## config.mk

```make
export PLATFORM = sky130hd
export DESIGN_NAME = intel_hex_record_parser_top
export DESIGN_NICKNAME = d
export VERILOG_FILES = /design/src/sv/ihex_pkg.sv /design/src/sv/intel_hex_record_parser_top.sv
export SDC_FILE = /design/constraint.sdc
export NUM_CORES = 1
export LEC_CHECK = 0
export BUFFER_PORTS_ARGS = -buffer_cell sky130_fd_sc_hd__clkbuf_2
export CAP_MARGIN = 20
export CORE_MARGIN = 5
export CORE_UTILIZATION = 51
export CTS_CLUSTER_DIAMETER = 100
export DETAILED_ROUTE_END_ITERATION = 16
export PLACE_DENSITY_LB_ADDON = 0.12
export SLEW_MARGIN = 20
export SYNTH_ARGS = -nofsm -noshare
export SYNTH_HDL_FRONTEND = slang
export SYNTH_SLANG_ARGS = --single-unit
```

## constraint.sdc

```tcl
create_clock -name i_clk -period 6.2 [get_ports i_clk]
set_clock_uncertainty 0.05 [all_clocks]
set_input_delay 0.93 -clock i_clk [delete_from_list [all_inputs] [get_ports i_clk]]
set_output_delay 0.93 -clock i_clk [all_outputs]
set_load 0.05 [all_outputs]
```

## src/sv/ihex_pkg.sv

```systemverilog
`default_nettype none
// ---------------------------------------------------------------------------
// ihex_pkg
// Shared types, character codes and the hex digit decoder of the Intel HEX
// record parser.
// ---------------------------------------------------------------------------
package ihex_pkg;

    typedef enum logic [1:0] {
        KIND_DATA   = 2'd0,
        KIND_OK     = 2'd1,
        KIND_BADSUM = 2'd2,
        KIND_BADHEX = 2'd3
    } t_kind;

    localparam logic [7:0] CHAR_COLON = 8'h3A;
    localparam logic [7:0] CHAR_SPACE = 8'h20;
    localparam logic [7:0] CHAR_ZERO  = 8'h30;
    localparam logic [7:0] CHAR_NINE  = 8'h39;
    localparam logic [7:0] CHAR_LA    = 8'h61;
    localparam logic [7:0] CHAR_LF    = 8'h66;
    localparam logic [7:0] CHAR_UA    = 8'h41;
    localparam logic [7:0] CHAR_UF    = 8'h46;

    typedef struct packed {
        logic       ok;
        logic [3:0] value;
    } t_digit;

    // Decodes one ASCII hex digit; ok is low for any other character.
    function automatic t_digit hex_digit(input logic [7:0] ch);
        t_digit     d;
        logic [7:0] diff;
        d    = '{ok: 1'b0, value: 4'd0};
        diff = 8'd0;
        if (ch >= CHAR_ZERO && ch <= CHAR_NINE) begin
            diff = ch - CHAR_ZERO;
            d    = '{ok: 1'b1, value: diff[3:0]};
        end else if (ch >= CHAR_LA && ch <= CHAR_LF) begin
            diff = ch - CHAR_LA + 8'd10;
            d    = '{ok: 1'b1, value: diff[3:0]};
        end else if (ch >= CHAR_UA && ch <= CHAR_UF) begin
            diff = ch - CHAR_UA + 8'd10;
            d    = '{ok: 1'b1, value: diff[3:0]};
        end
        return d;
    endfunction

endpackage
`default_nettype wire

```

## src/sv/intel_hex_record_parser_top.sv

```systemverilog
`default_nettype none
// ---------------------------------------------------------------------------
// Intel HEX record parser
// Parses ASCII Intel HEX text one character per transaction and reports
// data bytes with their addresses plus a per-record status.
// ---------------------------------------------------------------------------
//  Channel  Dir  Handshake          Payload
//  input    in   i_valid / o_stall  i_character[7:0]
//  result   out  o_valid / i_stall  o_kind, o_address, o_data_byte,
//                                   o_record_type, o_record_count
//
//  One character is taken per cycle while o_stall is low; each accepted
//  character waits in the input register, and any result it produces is
//  then loaded into the result register.
//  The parse state updates in one pass between the two registers.
//  A stall on the result side holds the result register and then the input
//  register; o_stall rises only while the input register is occupied.
//  Synchronous reset clears the parse state and both valid flags; after a
//  bad checksum or a bad hex digit the parser ignores input until reset.
// ---------------------------------------------------------------------------
module intel_hex_record_parser_top
    import ihex_pkg::*;
(
    input  wire logic        i_clk,
    input  wire logic        i_rst_n,
    input  wire logic        i_valid,
    output logic             o_stall,
    input  wire logic [7:0]  i_character,
    output logic             o_valid,
    input  wire logic        i_stall,
    output logic [1:0]       o_kind,
    output logic [15:0]      o_address,
    output logic [7:0]       o_data_byte,
    output logic [7:0]       o_record_type,
    output logic [7:0]       o_record_count
);

    typedef enum logic [2:0] {
        PH_HUNT, PH_COUNT, PH_ADDR, PH_TYPE, PH_DATA, PH_CHECK
    } t_phase;

    // Input register.
    logic        r_in_valid;
    logic [7:0]  r_in_char;

    // Parse state.
    t_phase      r_phase,   n_phase;
    logic        r_hi_pend, n_hi_pend;
    logic [3:0]  r_hi_nib,  n_hi_nib;
    logic        r_addr_lo, n_addr_lo;
    logic [7:0]  r_count,   n_count;
    logic [7:0]  r_remain,  n_remain;
    logic [15:0] r_start,   n_start;
    logic [15:0] r_next,    n_next;
    logic [7:0]  r_type,    n_type;
    logic [7:0]  r_sum,     n_sum;
    logic        r_halted,  n_halted;

    // Result register.
    logic        r_out_valid;
    t_kind       r_kind,    n_kind;
    logic [15:0] r_addr,    n_addr;
    logic [7:0]  r_data,    n_data;
    logic [7:0]  r_rtype,   n_rtype;
    logic [7:0]  r_rcount,  n_rcount;

    logic        proc_go;
    logic        proc_fire;
    logic        emit;
    t_digit      dig;
    logic [7:0]  byte_val;
    logic [7:0]  sum_add;

    assign proc_go   = !r_out_valid || !i_stall;
    assign proc_fire = r_in_valid && proc_go;
    assign o_stall   = r_in_valid && !proc_go;

    assign dig      = hex_digit(r_in_char);
    assign byte_val = {r_hi_nib, dig.value};
    assign sum_add  = r_sum + byte_val;

    always_comb begin
        n_phase   = r_phase;
        n_hi_pend = r_hi_pend;
        n_hi_nib  = r_hi_nib;
        n_addr_lo = r_addr_lo;
        n_count   = r_count;
        n_remain  = r_remain;
        n_start   = r_start;
        n_next    = r_next;
        n_type    = r_type;
        n_sum     = r_sum;
        n_halted  = r_halted;
        emit      = 1'b0;
        n_kind    = KIND_DATA;
        n_addr    = r_start;
        n_data    = 8'd0;
        n_rtype   = r_type;
        n_rcount  = r_count;

        if (proc_fire && !r_halted && r_in_char >= CHAR_SPACE) begin
            if (r_phase == PH_HUNT) begin
                if (r_in_char == CHAR_COLON) begin
                    n_phase   = PH_COUNT;
                    n_hi_pend = 1'b0;
                    n_hi_nib  = 4'd0;
                    n_addr_lo = 1'b0;
                    n_count   = 8'd0;
                    n_remain  = 8'd0;
                    n_start   = 16'd0;
                    n_next    = 16'd0;
                    n_type    = 8'd0;
                    n_sum     = 8'd0;
                end
            end else if (!dig.ok) begin
                n_halted = 1'b1;
                n_phase  = PH_HUNT;
                emit     = 1'b1;
                n_kind   = KIND_BADHEX;
            end else if (!r_hi_pend) begin
                n_hi_nib  = dig.value;
                n_hi_pend = 1'b1;
            end else begin
                n_hi_pend = 1'b0;
                n_sum     = sum_add;
                unique case (r_phase)
                    PH_COUNT: begin
                        n_count   = byte_val;
                        n_remain  = byte_val;
                        n_addr_lo = 1'b0;
                        n_phase   = PH_ADDR;
                    end
                    PH_ADDR: begin
                        if (!r_addr_lo) begin
                            n_start   = {byte_val, 8'd0};
                            n_addr_lo = 1'b1;
                        end else begin
                            n_start   = {r_start[15:8], byte_val};
                            n_next    = {r_start[15:8], byte_val};
                            n_addr_lo = 1'b0;
                            n_phase   = PH_TYPE;
                        end
                    end
                    PH_TYPE: begin
                        n_type  = byte_val;
                        n_phase = (r_remain != 8'd0) ? PH_DATA : PH_CHECK;
                    end
                    PH_DATA: begin
                        emit     = 1'b1;
                        n_kind   = KIND_DATA;
                        n_addr   = r_next;
                        n_data   = byte_val;
                        n_next   = r_next + 16'd1;
                        n_remain = r_remain - 8'd1;
                        if (r_remain == 8'd1) begin
                            n_phase = PH_CHECK;
                        end
                    end
                    PH_CHECK: begin
                        n_phase = PH_HUNT;
                        emit    = 1'b1;
                        if (sum_add == 8'd0) begin
                            n_kind = KIND_OK;
                        end else begin
                            n_halted = 1'b1;
                            n_kind   = KIND_BADSUM;
                        end
                    end
                    default: begin
                        n_phase = PH_HUNT;
                    end
                endcase
            end
        end
    end

    always_ff @(posedge i_clk) begin
        if (!i_rst_n) begin
            r_in_valid  <= 1'b0;
            r_out_valid <= 1'b0;
            r_phase     <= PH_HUNT;
            r_hi_pend   <= 1'b0;
            r_hi_nib    <= 4'd0;
            r_addr_lo   <= 1'b0;
            r_count     <= 8'd0;
            r_remain    <= 8'd0;
            r_start     <= 16'd0;
            r_next      <= 16'd0;
            r_type      <= 8'd0;
            r_sum       <= 8'd0;
            r_halted    <= 1'b0;
        end else begin
            if (!o_stall) begin
                r_in_valid <= i_valid;
            end
            r_phase   <= n_phase;
            r_hi_pend <= n_hi_pend;
            r_hi_nib  <= n_hi_nib;
            r_addr_lo <= n_addr_lo;
            r_count   <= n_count;
            r_remain  <= n_remain;
            r_start   <= n_start;
            r_next    <= n_next;
            r_type    <= n_type;
            r_sum     <= n_sum;
            r_halted  <= n_halted;
            if (emit) begin
                r_out_valid <= 1'b1;
            end else if (!i_stall) begin
                r_out_valid <= 1'b0;
            end
        end
    end

    // Payload registers carry no reset.
    always_ff @(posedge i_clk) begin
        if (!o_stall && i_valid) begin
            r_in_char <= i_character;
        end
        if (emit) begin
            r_kind   <= n_kind;
            r_addr   <= n_addr;
            r_data   <= n_data;
            r_rtype  <= n_rtype;
            r_rcount <= n_rcount;
        end
    end

    assign o_valid        = r_out_valid;
    assign o_kind         = r_kind;
    assign o_address      = r_addr;
    assign o_data_byte    = r_data;
    assign o_record_type  = r_rtype;
    assign o_record_count = r_rcount;

    // Once halted, the parser stays halted until reset.
    a_halt_sticky: assert property (@(posedge i_clk) disable iff (!i_rst_n)
        r_halted |=> r_halted)
        else $error("halt flag cleared without reset");

    // A halted parser never loads a new result.
    a_halt_quiet: assert property (@(posedge i_clk) disable iff (!i_rst_n)
        r_halted |-> !emit)
        else $error("result produced while halted");

    // Status results carry a zero data byte.
    a_status_zero: assert property (@(posedge i_clk) disable iff (!i_rst_n)
        (r_out_valid && r_kind != KIND_DATA) |-> (r_data == 8'd0))
        else $error("status result with nonzero data byte");

    // A stalled result is never overwritten by a new one.
    a_no_overwrite: assert property (@(posedge i_clk) disable iff (!i_rst_n)
        (r_out_valid && i_stall) |-> !emit)
        else $error("result register overwritten while stalled");

    // The input stage only backs up while the result side is blocked.
    a_stall_cause: assert property (@(posedge i_clk) disable iff (!i_rst_n)
        o_stall |-> (r_out_valid && i_stall))
        else $error("input stalled without a blocked result");

endmodule
`default_nettype wire
```

==> impl_metrics.csv <==
group,metric,value,unit
status,run_status,"finished clean",
setup_path,crit_required,6.32,ns
drt,totalWireLength,14.9,mm
clock_network,h-tree-depth,4,
drt,drt_first_iter_violations,436,
layout,finalNetCount,670,
layout,drive_above_1_share,18.6,%
timing,max_clock_freq,221,MHz
placed_design,dp_hpwl,10.2,mm
timing,final.period_utilization,73.0,%
clock_network,cts_root_buf,"sky130_fd_sc_hd__clkbuf_16",
synth,gate_count_of_the_mapped_netlist,599,
timing,worst_slew_pin_slew,0.885,ns
power,p_sw,0.386,mW
floorplan,area_enclosed_by_the_die_boundary,0.0139,mm2
clock_network,clkTransAtPathRegs,0.05,ns
layout,final_design_area_no_fill,0.00699,mm2
layout,flow.area_growth_from_synthesis,17.3,%
floorplan,start_util,52.2,%
clock_network,tritoncts_num_sinks,126,
timing,timing.slew.headroom,40.8,%
timing,rsz0062_at_grt,"no",
layout,most_used_cells_in_the_layout_excluding_fill_and_tap_cells,"76 x sky130_fd_sc_hd__dfxtp_1, 63 x sky130_fd_sc_hd__nand3_1, 55 x sky130_fd_sc_hd__clkbuf_2, 50 x sky130_fd_sc_hd__edfxtp_1",
layout,diodes,0,
setup_path,worstSetupPathType,"reg2reg",
floorplan,die_h,118,um
worst_hold_path,hp-class,"reg2reg",
power,power.share.clock,55.4,%
timing,post_route_setup_tns,0,ns
drt,ant_nets,0,
timing,final_period_minus_worst_setup_slack,4.53,ns
placed_design,gp_congestion,0.890,
grt,grt_util_all_layers,21.7,%
setup_path,timing.critical_path.fanout_max,13,
grt,antenna_violations_before_repair,0,
clock_network,cts_setup_buffers,0,
power,power,2.06,mW
power,power.share.switching,18.8,%
synth,synth.ff_latch_count,126,
synth,synth_area_per_cell,9.95,um2
layout,finalNonFillerCells,799,
power,sequentialPowerShare,42.2,%
power,pwr-share-comb,2.4,%
placed_design,place.port_buffers,55,
synth,synth.yosys.seq_area_share,50.7,%
synth,postSynth.asyncResetShare,0,%
floorplan,rows,39,
power,areal_power_density_over_the_cells,294,mW/mm2
synth,synth_nets,626,
drt,drc_errors,0,
power,worst_vdd_drop,0.000183,V
power,cell_internal_pwr,1.67,mW
drt,num_vias,4859,
power,power_leakage,2.60,nW
layout,num-fill-cells,961,
drt,number_of_detailed_routing_iterations_run_before_antenna_repair,5,
setup_path,setup.worst_path.start_class,"flop",
clock_network,post_cts.resized_instances,0,
drt,detail_route.wl_per_cell,18.6,um
placed_design,placed_cells_incl_taps,765,
grt,grt_overflow_total,0,
synth,synth_warnings,0,
timing,postLayoutSetupSlackWorst,1.67,ns
placed_design,placement.setup.worst_slack,1.87,ns
clock_network,worstSkewPairLatency,0.42,ns
grt,grt_first_pass_wirelength,24.2,mm
floorplan,boundaryPins,56,
timing,hold_viol,0,
setup_path,crit_arrival,4.65,ns
clock_network,tritoncts,"yes",
floorplan,die_width,118,um
layout,commonest_non_fill_non_tap_cell_in_the_layout,"sky130_fd_sc_hd__dfxtp_1",
timing,final_slew_violations,0,
drt,vias_per_cell,6.08,
setup_path,critical_path.endpoint_type,"flop",
clock_network,clockBufferDepth,2,
synth,synth-main-ff-cell,"sky130_fd_sc_hd__dfxtp_1",
clock_network,cts_hold_buffers,0,
synth,synth_area,0.00596,mm2
grt,number_of_global_route_vias_before_repair,4713,
synth,synth_enable_flop_cells,50,
grt,largest_net_degree_at_the_start_of_global_routing,88,
placed_design,placedInstanceArea,0.00630,mm2
flow_run,max_cap_violations,0,
synth,yosysUniqueCellTypes,71,
timing,setup_violations,0,
clock_network,tritoncts.num_buffers,17,
floorplan,core_area,0.0114,mm2
-- final cells by class --
cell class | count | area [um2] | share of cell area (%)
flip-flops and latches | 126 | 3020 | 43.3
clock buffers | 20 | 437 | 6.25
repair buffers | 60 | 313 | 4.48
well taps | 143 | 179 | 2.56
clock inverters | 12 | 239 | 3.42
multi-input cells | 423 | 2740 | 39.2
inverters | 15 | 56.3 | 0.806
-- cell usage after synthesis, types with 13 or more instances --
| cell | n | share of area [%] |
|---|---|---|
| sky130_fd_sc_hd__inv_1 | 15 | 0.94 |
| sky130_fd_sc_hd__edfxtp_1 | 50 | 25 |
| sky130_fd_sc_hd__a21oi_1 | 23 | 1.9 |
| sky130_fd_sc_hd__nand2_1 | 44 | 2.8 |
| sky130_fd_sc_hd__o21ai_0 | 44 | 3.7 |
| sky130_fd_sc_hd__mux2_2 | 15 | 2.8 |
| sky130_fd_sc_hd__clkbuf_1 | 21 | 1.3 |
| sky130_fd_sc_hd__o31ai_1 | 15 | 1.9 |
| sky130_fd_sc_hd__ha_1 | 14 | 2.9 |
| sky130_fd_sc_hd__nand3_1 | 63 | 5.3 |
| sky130_fd_sc_hd__dfxtp_1 | 76 | 26 |
| sky130_fd_sc_hd__o21ai_1 | 21 | 1.8 |
| sky130_fd_sc_hd__nor2_1 | 31 | 2.0 |
| sky130_fd_sc_hd__a22o_1 | 13 | 1.9 |
-- worst max-delay path, stage by stage, from the launching register on --
cell,delay (ns)
sky130_fd_sc_hd__edfxtp_1,0.49
sky130_fd_sc_hd__inv_1,0.16
sky130_fd_sc_hd__ha_1,0.26
sky130_fd_sc_hd__nor3b_1,0.49
sky130_fd_sc_hd__nor3b_4,0.12
sky130_fd_sc_hd__nor2_1,0.70
sky130_fd_sc_hd__nor2_1,0.29
sky130_fd_sc_hd__ha_1,0.30
sky130_fd_sc_hd__a211oi_1,0.32
sky130_fd_sc_hd__nor2_1,0.11
sky130_fd_sc_hd__xor2_1,0.17
sky130_fd_sc_hd__nor4_1,0.27
sky130_fd_sc_hd__nand4_1,0.23
sky130_fd_sc_hd__a32o_1,0.32
-- power by group through the flow --
stage	Sequential, mW	Combinational (mW)	Clock [mW]
6_report	0.867	0.0501	1.14
4_1_cts	0.867	0.0492	1.16
2_1_floorplan	0.883	0.0356	0
3_3_place_gp	0.884	0.0472	0
3_5_place_dp	0.884	0.0488	0
5_1_grt	0.867	0.0538	1.19
-- cell families after synthesis --
group / count (synthesis) / share of synthesized area (%)
XOR/XNOR: 12 / 1.76
buffers and inverters: 50 / 3.42
adder cells (fa/ha/maj): 15 / 3.28
AND/OR/NAND/NOR: 207 / 18.3
multiplexers: 16 / 3.02
AO/OA/AOI/OAI: 173 / 19.5
flip-flops: 126 / 50.7
-- per-layer routing --
layer | part of all wire (%) | vias up | track usage (%)
met3 | 5.5 | 33 | 5.62
met4 | 2.8 | 0 | 9.39
li1 | - | 2336 | -
met2 | 48 | 164 | 35.7
met1 | 44 | 2326 | 26.7
met5 | 0 | - | 0
-- path summary, 6_finish.rpt --
check,from,to,slack (ns),depth (start not counted)
max,r_in_char[0],o_kind[1],1.67,13
min,n_rcount[3],o_record_count[3],0.38,0
max reg2reg,r_in_char[0],o_kind[1],1.67,13
min reg2reg,n_rcount[3],o_record_count[3],0.38,0
-- sequential cells by signal, summed over array words and instances (netlist names) --
register        count
n_rcount            8
o_address          16
n_rtype             8
r_in_valid          1
r_start            16
r_hi_pend           1
r_sum               8
o_valid             1
r_remain            8
r_next             16
r_hi_nib            4
o_record_count      8
r_addr_lo           1
r_in_char           8
o_kind              2
r_phase             3
o_record_type       8
o_data_byte         8
r_halted            1
-- metrics by stage --
| stage | hold slack [ns] | util (%) |
|---|---|---|
| 2_1_floorplan | 0.358 | - |
| 3_3_place_gp | 0.367 | 55.2 |
| 3_5_place_dp | 0.365 | 55.2 |
| 4_1_cts | 0.380 | 61.1 |
| 5_1_grt | 0.401 | 61.2 |
| 6_report | 0.377 | 61.2 |
Note: power is estimated with default switching activity, not from simulation.
